## config.mk

```make
export PLATFORM = sky130hd
export DESIGN_NAME = stack_sort_reverse_engine_top
export DESIGN_NICKNAME = d
export VERILOG_FILES = /design/src/design/ssre_pkg.sv /design/src/design/ssre_core.sv /design/src/design/stack_sort_reverse_engine_top.sv
export SDC_FILE = /design/constraint.sdc
export NUM_CORES = 1
export LEC_CHECK = 0
export BUFFER_PORTS_ARGS = -buffer_cell sky130_fd_sc_hd__buf_4
export CORE_MARGIN = 2
export CORE_UTILIZATION = 45
export CTS_CLUSTER_DIAMETER = 30
export CTS_CLUSTER_SIZE = 25
export DETAILED_ROUTE_END_ITERATION = 16
export PLACE_DENSITY_LB_ADDON = 0.05
export SYNTH_ARGS = -nofsm -noshare
export SYNTH_HDL_FRONTEND = slang
export SYNTH_SLANG_ARGS = --single-unit
```

## constraint.sdc

```tcl
create_clock -name clk -period 4.1 [get_ports clk]
set_clock_uncertainty 0.05 [all_clocks]
set_input_delay 0.41 -clock clk [delete_from_list [all_inputs] [get_ports clk]]
set_output_delay 0.41 -clock clk [all_outputs]
set_load 0.01 [all_outputs]
```

## src/design/ssre_pkg.sv

```systemverilog
// ----------------------------------------------------------------------------
// ssre_pkg - shared definitions for the stack sort/reverse engine
// Stack depth, field widths, command and status codes, sequencer states and
// the result word passed from the core to the output stage.
// ----------------------------------------------------------------------------
package ssre_pkg;

  localparam int DEPTH = 16;
  localparam int DW    = 32;
  localparam int AW    = $clog2(DEPTH);
  localparam int CW    = $clog2(DEPTH + 1);

  typedef enum logic [2:0] {
    CMD_PUSH    = 3'd0,
    CMD_POP     = 3'd1,
    CMD_PEEK    = 3'd2,
    CMD_BOTTOM  = 3'd3,
    CMD_REVERSE = 3'd4,
    CMD_SORTED  = 3'd5,
    CMD_SORT    = 3'd6
  } cmd_t;

  typedef enum logic [1:0] {
    ST_OK    = 2'd0,
    ST_OVER  = 2'd1,
    ST_UNDER = 2'd2
  } status_t;

  typedef enum logic [3:0] {
    S_IDLE,
    S_WALK_RD,
    S_WALK_CMP,
    S_SORT_RD,
    S_SORT_LD,
    S_REV_RLO,
    S_REV_RHI,
    S_REV_WLO,
    S_REV_WHI,
    S_FETCH,
    S_DONE
  } state_t;

  typedef struct packed {
    logic signed [DW-1:0] data;
    logic [CW-1:0]        count;
    logic                 is_empty;
    status_t              status;
  } res_t;

  typedef struct packed {
    cmd_t                 cmd;
    logic signed [DW-1:0] value;
  } req_t;

endpackage

```

## src/design/ssre_core.sv

```systemverilog
// ----------------------------------------------------------------------------
// ssre_core - stack store and command sequencer
// Single-port-read, single-port-write store walked by a small sequencer with
// one shared signed comparator for sorted insert and sort.
// ----------------------------------------------------------------------------
module ssre_core (
  input  logic              clk,
  input  logic              rst_n,
  input  logic              start,
  input  ssre_pkg::req_t    req,
  output logic              idle,
  output logic              res_valid,
  input  logic              res_take,
  output ssre_pkg::res_t    res
);

  logic signed [ssre_pkg::DW-1:0] mem [ssre_pkg::DEPTH];

  ssre_pkg::state_t  state_r, state_nxt;
  ssre_pkg::cmd_t    mode_r, mode_nxt;
  ssre_pkg::status_t status_r, status_nxt;
  logic [ssre_pkg::CW-1:0] count_r, count_nxt;
  logic [ssre_pkg::CW-1:0] pos_r, pos_nxt;
  logic [ssre_pkg::CW-1:0] lo_r, lo_nxt;
  logic [ssre_pkg::CW-1:0] hi_r, hi_nxt;
  logic [ssre_pkg::CW-1:0] n_r, n_nxt;
  logic                    popped_r, popped_nxt;
  logic signed [ssre_pkg::DW-1:0] v_r, v_nxt;
  logic signed [ssre_pkg::DW-1:0] tmp_r, tmp_nxt;
  logic signed [ssre_pkg::DW-1:0] rdata_r;

  logic [ssre_pkg::CW-1:0] pos_m1, cnt_m1, cnt_p1, hi_m1, lo_p1;
  logic [ssre_pkg::AW-1:0] raddr, waddr;
  logic signed [ssre_pkg::DW-1:0] wdata;
  logic we;
  logic ge;

  assign pos_m1 = pos_r - ssre_pkg::CW'(1);
  assign cnt_m1 = count_r - ssre_pkg::CW'(1);
  assign cnt_p1 = count_r + ssre_pkg::CW'(1);
  assign hi_m1  = hi_r - ssre_pkg::CW'(1);
  assign lo_p1  = lo_r + ssre_pkg::CW'(1);

  // shared comparator: stored word at or above the word being placed
  assign ge = (rdata_r >= v_r);

  always_ff @(posedge clk) begin
    if (we) begin
      mem[waddr] <= wdata;
    end
    rdata_r <= mem[raddr];
  end

  always_ff @(posedge clk) begin
    if (!rst_n) begin
      state_r  <= ssre_pkg::S_IDLE;
      count_r  <= '0;
      status_r <= ssre_pkg::ST_OK;
      popped_r <= 1'b0;
    end else begin
      state_r  <= state_nxt;
      count_r  <= count_nxt;
      status_r <= status_nxt;
      popped_r <= popped_nxt;
    end
  end

  always_ff @(posedge clk) begin
    mode_r <= mode_nxt;
    pos_r  <= pos_nxt;
    lo_r   <= lo_nxt;
    hi_r   <= hi_nxt;
    n_r    <= n_nxt;
    v_r    <= v_nxt;
    tmp_r  <= tmp_nxt;
  end

  always_comb begin
    logic finish;
    finish     = 1'b0;
    state_nxt  = state_r;
    mode_nxt   = mode_r;
    status_nxt = status_r;
    count_nxt  = count_r;
    pos_nxt    = pos_r;
    lo_nxt     = lo_r;
    hi_nxt     = hi_r;
    n_nxt      = n_r;
    v_nxt      = v_r;
    tmp_nxt    = tmp_r;
    popped_nxt = popped_r;
    we         = 1'b0;
    waddr      = pos_r[ssre_pkg::AW-1:0];
    wdata      = v_r;
    // default read: top word (or the popped word) for the result
    raddr      = popped_r ? count_r[ssre_pkg::AW-1:0] : cnt_m1[ssre_pkg::AW-1:0];

    unique case (state_r)
      ssre_pkg::S_IDLE: begin
        if (start) begin
          mode_nxt   = req.cmd;
          v_nxt      = req.value;
          pos_nxt    = count_r;
          lo_nxt     = '0;
          hi_nxt     = count_r;
          status_nxt = ssre_pkg::ST_OK;
          popped_nxt = 1'b0;
          state_nxt  = ssre_pkg::S_FETCH;
          unique case (req.cmd) inside
            ssre_pkg::CMD_PUSH, ssre_pkg::CMD_BOTTOM, ssre_pkg::CMD_SORTED: begin
              if (count_r >= ssre_pkg::CW'(ssre_pkg::DEPTH)) begin
                status_nxt = ssre_pkg::ST_OVER;
              end else begin
                state_nxt = ssre_pkg::S_WALK_RD;
              end
            end
            ssre_pkg::CMD_POP: begin
              if (count_r == '0) begin
                status_nxt = ssre_pkg::ST_UNDER;
              end else begin
                count_nxt  = cnt_m1;
                popped_nxt = 1'b1;
              end
            end
            ssre_pkg::CMD_PEEK: begin
              if (count_r == '0) begin
                status_nxt = ssre_pkg::ST_UNDER;
              end
            end
            ssre_pkg::CMD_REVERSE: begin
              state_nxt = ssre_pkg::S_REV_RLO;
            end
            ssre_pkg::CMD_SORT: begin
              // rebuild in place: entries below the build count are sorted
              n_nxt     = count_r;
              count_nxt = '0;
              if (count_r != '0) begin
                state_nxt = ssre_pkg::S_SORT_RD;
              end
            end
            default: begin
            end
          endcase
        end
      end

      ssre_pkg::S_WALK_RD: begin
        if (pos_r == '0 || mode_r == ssre_pkg::CMD_PUSH) begin
          we     = 1'b1;
          wdata  = v_r;
          finish = 1'b1;
        end else begin
          raddr     = pos_m1[ssre_pkg::AW-1:0];
          state_nxt = ssre_pkg::S_WALK_CMP;
        end
      end

      ssre_pkg::S_WALK_CMP: begin
        we = 1'b1;
        if (mode_r == ssre_pkg::CMD_BOTTOM || ge) begin
          // move the word up one slot and keep walking down
          wdata     = rdata_r;
          pos_nxt   = pos_m1;
          state_nxt = ssre_pkg::S_WALK_RD;
        end else begin
          wdata  = v_r;
          finish = 1'b1;
        end
      end

      ssre_pkg::S_SORT_RD: begin
        raddr     = count_r[ssre_pkg::AW-1:0];
        state_nxt = ssre_pkg::S_SORT_LD;
      end

      ssre_pkg::S_SORT_LD: begin
        v_nxt     = rdata_r;
        pos_nxt   = count_r;
        state_nxt = ssre_pkg::S_WALK_RD;
      end

      ssre_pkg::S_REV_RLO: begin
        if (hi_r > lo_p1) begin
          raddr     = lo_r[ssre_pkg::AW-1:0];
          state_nxt = ssre_pkg::S_REV_RHI;
        end else begin
          state_nxt = ssre_pkg::S_FETCH;
        end
      end

      ssre_pkg::S_REV_RHI: begin
        tmp_nxt   = rdata_r;
        raddr     = hi_m1[ssre_pkg::AW-1:0];
        state_nxt = ssre_pkg::S_REV_WLO;
      end

      ssre_pkg::S_REV_WLO: begin
        we        = 1'b1;
        waddr     = lo_r[ssre_pkg::AW-1:0];
        wdata     = rdata_r;
        state_nxt = ssre_pkg::S_REV_WHI;
      end

      ssre_pkg::S_REV_WHI: begin
        we        = 1'b1;
        waddr     = hi_m1[ssre_pkg::AW-1:0];
        wdata     = tmp_r;
        lo_nxt    = lo_p1;
        hi_nxt    = hi_m1;
        state_nxt = ssre_pkg::S_REV_RLO;
      end

      ssre_pkg::S_FETCH: begin
        state_nxt = ssre_pkg::S_DONE;
      end

      ssre_pkg::S_DONE: begin
        if (res_take) begin
          state_nxt = ssre_pkg::S_IDLE;
        end
      end

      default: begin
        state_nxt = ssre_pkg::S_IDLE;
      end
    endcase

    if (finish) begin
      count_nxt = cnt_p1;
      if (mode_r == ssre_pkg::CMD_SORT && cnt_p1 < n_r) begin
        state_nxt = ssre_pkg::S_SORT_RD;
      end else begin
        state_nxt = ssre_pkg::S_FETCH;
      end
    end
  end

  assign idle      = (state_r == ssre_pkg::S_IDLE);
  assign res_valid = (state_r == ssre_pkg::S_DONE);

  always_comb begin
    res.data     = (popped_r || count_r != '0) ? rdata_r : '0;
    res.count    = count_r;
    res.is_empty = (count_r == '0);
    res.status   = status_r;
  end

endmodule

```

## src/design/stack_sort_reverse_engine_top.sv

```systemverilog
// ----------------------------------------------------------------------------
// stack_sort_reverse_engine_top - bounded stack with reverse and sort
// Input word in, one result word out per command; registered output stage.
// ----------------------------------------------------------------------------
// Path to the output register: pop, peek, no-op and a refused insert go straight
// to the fetch state; push writes the top slot; insert bottom moves every entry
// up one slot, sorted insert only until a compare ends the walk; reverse swaps
// pairs from both ends inward; sort reinserts each entry. The next word is taken
// the cycle after the result leaves the core, so one word is in flight at a time.
// Reset (synchronous, rst_n low) empties the stack; stored words stay undefined.
module stack_sort_reverse_engine_top (
  input  logic                           clk,
  input  logic                           rst_n,
  input  logic                           in_valid,
  output logic                           in_stall,
  input  logic [2:0]                     in_cmd,
  input  logic signed [ssre_pkg::DW-1:0] in_value,
  output logic                           out_valid,
  input  logic                           out_stall,
  output logic signed [ssre_pkg::DW-1:0] out_data,
  output logic [ssre_pkg::CW-1:0]        out_count,
  output logic                           out_is_empty,
  output logic [1:0]                     out_status
);

  ssre_pkg::req_t req;
  ssre_pkg::res_t res;
  ssre_pkg::res_t out_r;
  logic out_valid_r;
  logic core_idle, res_valid, res_take, start;

  assign in_stall = !core_idle;
  assign start    = in_valid && core_idle;
  assign req.cmd   = ssre_pkg::cmd_t'(in_cmd);
  assign req.value = in_value;

  // take a finished result whenever the output register is free or draining
  assign res_take = res_valid && (!out_valid_r || !out_stall);

  ssre_core u_core (
    .clk       (clk),
    .rst_n     (rst_n),
    .start     (start),
    .req       (req),
    .idle      (core_idle),
    .res_valid (res_valid),
    .res_take  (res_take),
    .res       (res)
  );

  always_ff @(posedge clk) begin
    if (!rst_n) begin
      out_valid_r <= 1'b0;
    end else if (res_take) begin
      out_valid_r <= 1'b1;
    end else if (!out_stall) begin
      out_valid_r <= 1'b0;
    end
  end

  always_ff @(posedge clk) begin
    if (res_take) begin
      out_r <= res;
    end
  end

  assign out_valid    = out_valid_r;
  assign out_data     = out_r.data;
  assign out_count    = out_r.count;
  assign out_is_empty = out_r.is_empty;
  assign out_status   = out_r.status;

  a_count_bound: assert property (@(posedge clk) disable iff (!rst_n)
    out_valid |-> (out_count <= ssre_pkg::CW'(ssre_pkg::DEPTH)))
    else $error("count beyond stack depth");

  a_empty_flag: assert property (@(posedge clk) disable iff (!rst_n)
    out_valid |-> (out_is_empty == (out_count == '0)))
    else $error("empty flag disagrees with count");

  a_over_full: assert property (@(posedge clk) disable iff (!rst_n)
    (out_valid && out_status == ssre_pkg::ST_OVER)
      |-> (out_count == ssre_pkg::CW'(ssre_pkg::DEPTH)))
    else $error("overflow reported on a stack that is not full");

  a_under_empty: assert property (@(posedge clk) disable iff (!rst_n)
    (out_valid && out_status == ssre_pkg::ST_UNDER)
      |-> (out_is_empty && out_data == '0))
    else $error("underflow reported with entries or data");

endmodule
```

==> results.txt <==
- The critical path is of the reg -> reg type.
- PwrDens: between 1000 and 1500 nW/µm²
- Static leakage: between 10 and 15 nW
* Final core utilization: 0.5786
* Endpoint kind of the worst setup timing path: flip-flop
* Total negative slack: 0 ns
- After synthesis the cells add up to between 20000 and 30000 µm².
- Initial antenna violation count: 1
- Setup violations remaining at the end of the flow were counted as 0.
* Relative slew margins: 0.4620
- Port buffering added 80 buffers.
* Crit path required time: 4.57 ns
- Total global-route track usage: 0.2492
- Hold Path Cell Cnt: 4
- Full die area: 65020 µm²
* Critical R2R Capture: u_core.mem[9][28]$_DFFE_PP_
- The most used flip-flop cell after synthesis is edfxtp_1.
- CP Cell Sequence: ha_1 -> and4_1 -> nand4_1 -> or3_1 -> a41oi_2 -> or3_1 -> and3b_1 -> o22ai_4 -> buf_12 -> o31ai_1 -> buf_4
- The worst-case IR drop observed on VDD is around 630 µV.
* Cells after Synth: between 2000 and 2500
- For this configuration, the core starts out at a cell density of 0.4527.
- For flop-to-flop paths, the worst setup slack is approximately 0.2 ns.
- Synthesis inferred 684 register bits.
* Number of placed I/O pins: 81
- Clock tree synthesis found a total of between 600 and 700 sinks.
- The flow ran to the end, and the final reports show no timing, DRC or antenna violations.
- Share of post-route cells with drive strength above 1: 0.1987
- For this run, the number of Yosys warnings is 0.
- Vertical extent of the die: 255.0 µm
- Placed cell area: a little over 30000 µm²
- Post-synth net total: 2244
- The largest single stage delay on the critical path is approximately 0.52 ns.
- Maximum clock rate: 256.4 MHz
* Critical register-to-register path startpoint: u_core.rdata_r[30]$_DFF_P_
- Half-perimeter wire length of the detailed placement result: about 44 mm
- The detail route stage leaves a number of antenna-violating nets equal to 0.
* CORE AREA: between 60000 and 70000 µm²
- At the worst endpoint, the arrival time is between 4 and 5 ns.
- The worst hold path begins at in_valid.
- Clock input transition at the sequential cells of the worst setup and hold paths: approximately 0.05 ns
- Combined flip-flop and latch cell area: ~20000 µm²
- Minimum hold slack: between 0.1 and 0.15 ns
- The finished cells cover around 36000 µm².
- In this run the clock root is driven by a clkbuf_16.
- H-Tree Depth: 4
- The number of different library cells used by synthesis comes to 66.
- The first global-routing pass estimated approximately 120 mm of wire.
- WHS Endpoint: u_core.state_r[0]$_SDFFE_PN0P_
- For this run, the register share of the synthesized area comes to 0.7087.
- Antenna diode count: 0
- For this run, design rule violations remaining after detail routing come to 0.
- TritonCTS clock tree: yes
- Clock latency on the worst-skew pair, taken at its later pin, is 0.70 ns.
* Average footprint of a synthesized cell: roughly 13 µm²
- The total count of max-transition violations in the final report is 0.
- The largest individual stage delay along the critical path comes from the cell or3_1.
- Summed over all layers, the global routing overflow is 0.
* Cell count of the worst reg-to-reg path: 11
* Fin nets: about 2500
- Dividing the detail-routed via count by the number of cells gives 5.638.
- Number of optimization iterations in the first detailed-route pass: 7
- The routed design has around 80 mm of wire.
- Number of global-route vias before repair: around 19000
- Via count: 18960
- Std cell rows: between 90 and 100
* Biggest fanout along the worst timing path: 40
- Count of final hold-check violations: 0
- STA classifies the critical path startpoint as a flip-flop.
- Final Critical Period: a little under 4 ns
* Class of the worst hold path: in -> reg
- Summing all multi-input logic gate instances after layout gives about 7700 µm².
* Filler instances: slightly above 5000
- Counting along the longest clock path gives a buffer depth of 3.
- Growth of design area from synthesis to finish: 27.81%
* Ys async rst share: 0
- Critical path's most frequent cell: or3_1
- Die width: 255.0 µm
- Counting the buffers created by CTS gives 142.
- Across the run, the number of max-cap violations was 0.
* 1st-iter DRT viols: ~1800
- Dividing the final minimum period by the clock period gives 0.9512.
- Setup repair after global routing missed its margin: no
* Measured slew at the worst slew-check pin: around 0.81 ns
- Pin count of the biggest net entering global routing: 76
- Gpl congestion: 0.8810
- The synthesized design contains 639 enable-type register cells.
* Routed len/inst: 23.85 µm
routing by layer:
layer  vias to the layer above  global-route usage  share of wire
li1                       8628                   -              -
met1                      9493              0.3616           0.46
met2                       704              0.3854           0.45
met3                       131             0.04088          0.065
met4                         0             0.07803          0.020
met5                         -                   0              0
cell families after synthesis:
| group | Yosys count | synth area share |
|---|---|---|
| AO/OA/AOI/OAI | 430 | 0.1046 |
| XOR/XNOR | 17 | 0.005252 |
| flip-flops | 684 | 0.7087 |
| multiplexers | 36 | 0.01426 |
| AND/OR/NAND/NOR | 762 | 0.1183 |
| adder cells (fa/ha/maj) | 46 | 0.02030 |
| buffers and inverters | 184 | 0.02856 |
sequential cells by signal, indices dropped and copies added, names as in the netlist:
signal	cells
u_core.n_r	5
u_core.hi_r	5
u_core.pos_r	5
u_core.state_r	4
u_core.mode_r	3
u_core.popped_r	1
u_core.mem	512
u_core.tmp_r	32
u_core.lo_r	5
out_is_empty	1
u_core.rdata_r	32
u_core.status_r	2
u_core.v_r	32
out_status	2
out_count	5
out_data	32
out_valid	1
u_core.count_r	5
worst max path at each step:
stage / from / endpoint / slack (ns) / cells past startpoint
finish: u_core.rdata_r[30]$_DFF_P_ / u_core.mem[9][28]$_DFFE_PP_ / 0.20 / 11
global route: u_core.rdata_r[30]$_DFF_P_ / u_core.mem[8][20]$_DFFE_PP_ / 0.04 / 12
CTS: u_core.rdata_r[13]$_DFF_P_ / u_core.mem[13][0]$_DFFE_PP_ / 0.05 / 12
detailed placement: u_core.rdata_r[13]$_DFF_P_ / u_core.mem[13][0]$_DFFE_PP_ / 0.07 / 12
global placement: u_core.rdata_r[13]$_DFF_P_ / u_core.mem[4][23]$_DFFE_PP_ / 0.13 / 12
floorplan: u_core.pos_r[0]$_DFFE_PP_ / u_core.mem[12][0]$_DFFE_PP_ / 0.33 / 9
what timing repair did:
item                                    CTS  global route
hold buffers                             37             0
hold endpoints to repair                 41             0
resized for setup                         0             4
buffers inserted                          0             1
endpoints found under the setup margin    0           495
stage by stage:
step | worst slack [ns] | std cells | total power [mW]
after detailed placement | 0.07315 | 3064 | 24.91
after global placement | 0.1283 | 3064 | 24.74
after CTS | 0.05278 | 3361 | 36.76
final | 0.2002 | 3362 | 36.63
after floorplan | 0.3252 | 2159 | 19.31
after global routing | 0.03657 | 3362 | 38.52
Yosys cell counts (5+ instances only):
master,count,area share
edfxtp_1,639,0.68
nand2_1,463,0.061
a21oi_1,125,0.022
nand3_1,110,0.019
clkbuf_1,81,0.011
nor2_1,55,0.0073
inv_1,52,0.0069
ha_1,46,0.020
dfxtp_1,45,0.032
a31oi_1,37,0.0082
and3_1,37,0.0082
nor2b_1,37,0.0082
mux2_2,35,0.014
o211ai_1,35,0.0093
a211o_1,33,0.010
a22oi_1,33,0.0087
a32oi_1,33,0.010
a22o_1,32,0.0099
o31ai_1,32,0.0085
o21ai_0,29,0.0051
buf_2,26,0.0046
nor3_1,11,0.0019
nand2b_1,10,0.0022
buf_1,9,0.0012
xnor2_1,9,0.0028
a21o_1,8,0.0021
buf_6,8,0.0032
nand4_1,8,0.0018
xor2_1,8,0.0025
buf_4,7,0.0019
a221o_1,5,0.0018
power by group:
part | switching [mW] | total (mW) | internal, mW
sequential | 0.706 | 10.9 | 10.2
clock | 3.70 | 11.7 | 7.99
combinational | 9.26 | 14.1 | 4.82
placed cells by master, fill, tap and decap left out, drive strengths merged, types with 45 or more instances in the layout:
master	instances
edfxtp	639
nand2	463
buf	191
clkbuf	160
a21oi	125
nand3	110
inv	60
nor2	55
clkinv	48
ha	46
dfxtp	45
area by class of cell:
type | instances | share of cell area
Sequential cell | 684 | 0.5545
Timing Repair Buffer | 228 | 0.06257
Tap cell | 846 | 0.02921
Clock inverter | 100 | 0.03277
Clock buffer | 160 | 0.1034
Inverter | 53 | 0.005491
Multi-Input combinational cell | 1291 | 0.2121
critical path: cells and delay by family (launching register included):
family          cells  cell delay, ns
flops               1            0.43
fa+ha+maj           1            0.38
buf+inv             2            0.51
compound gates      3            0.96
simple gates        5            1.36
No activity file was read; power rests on OpenSTA's default activity.
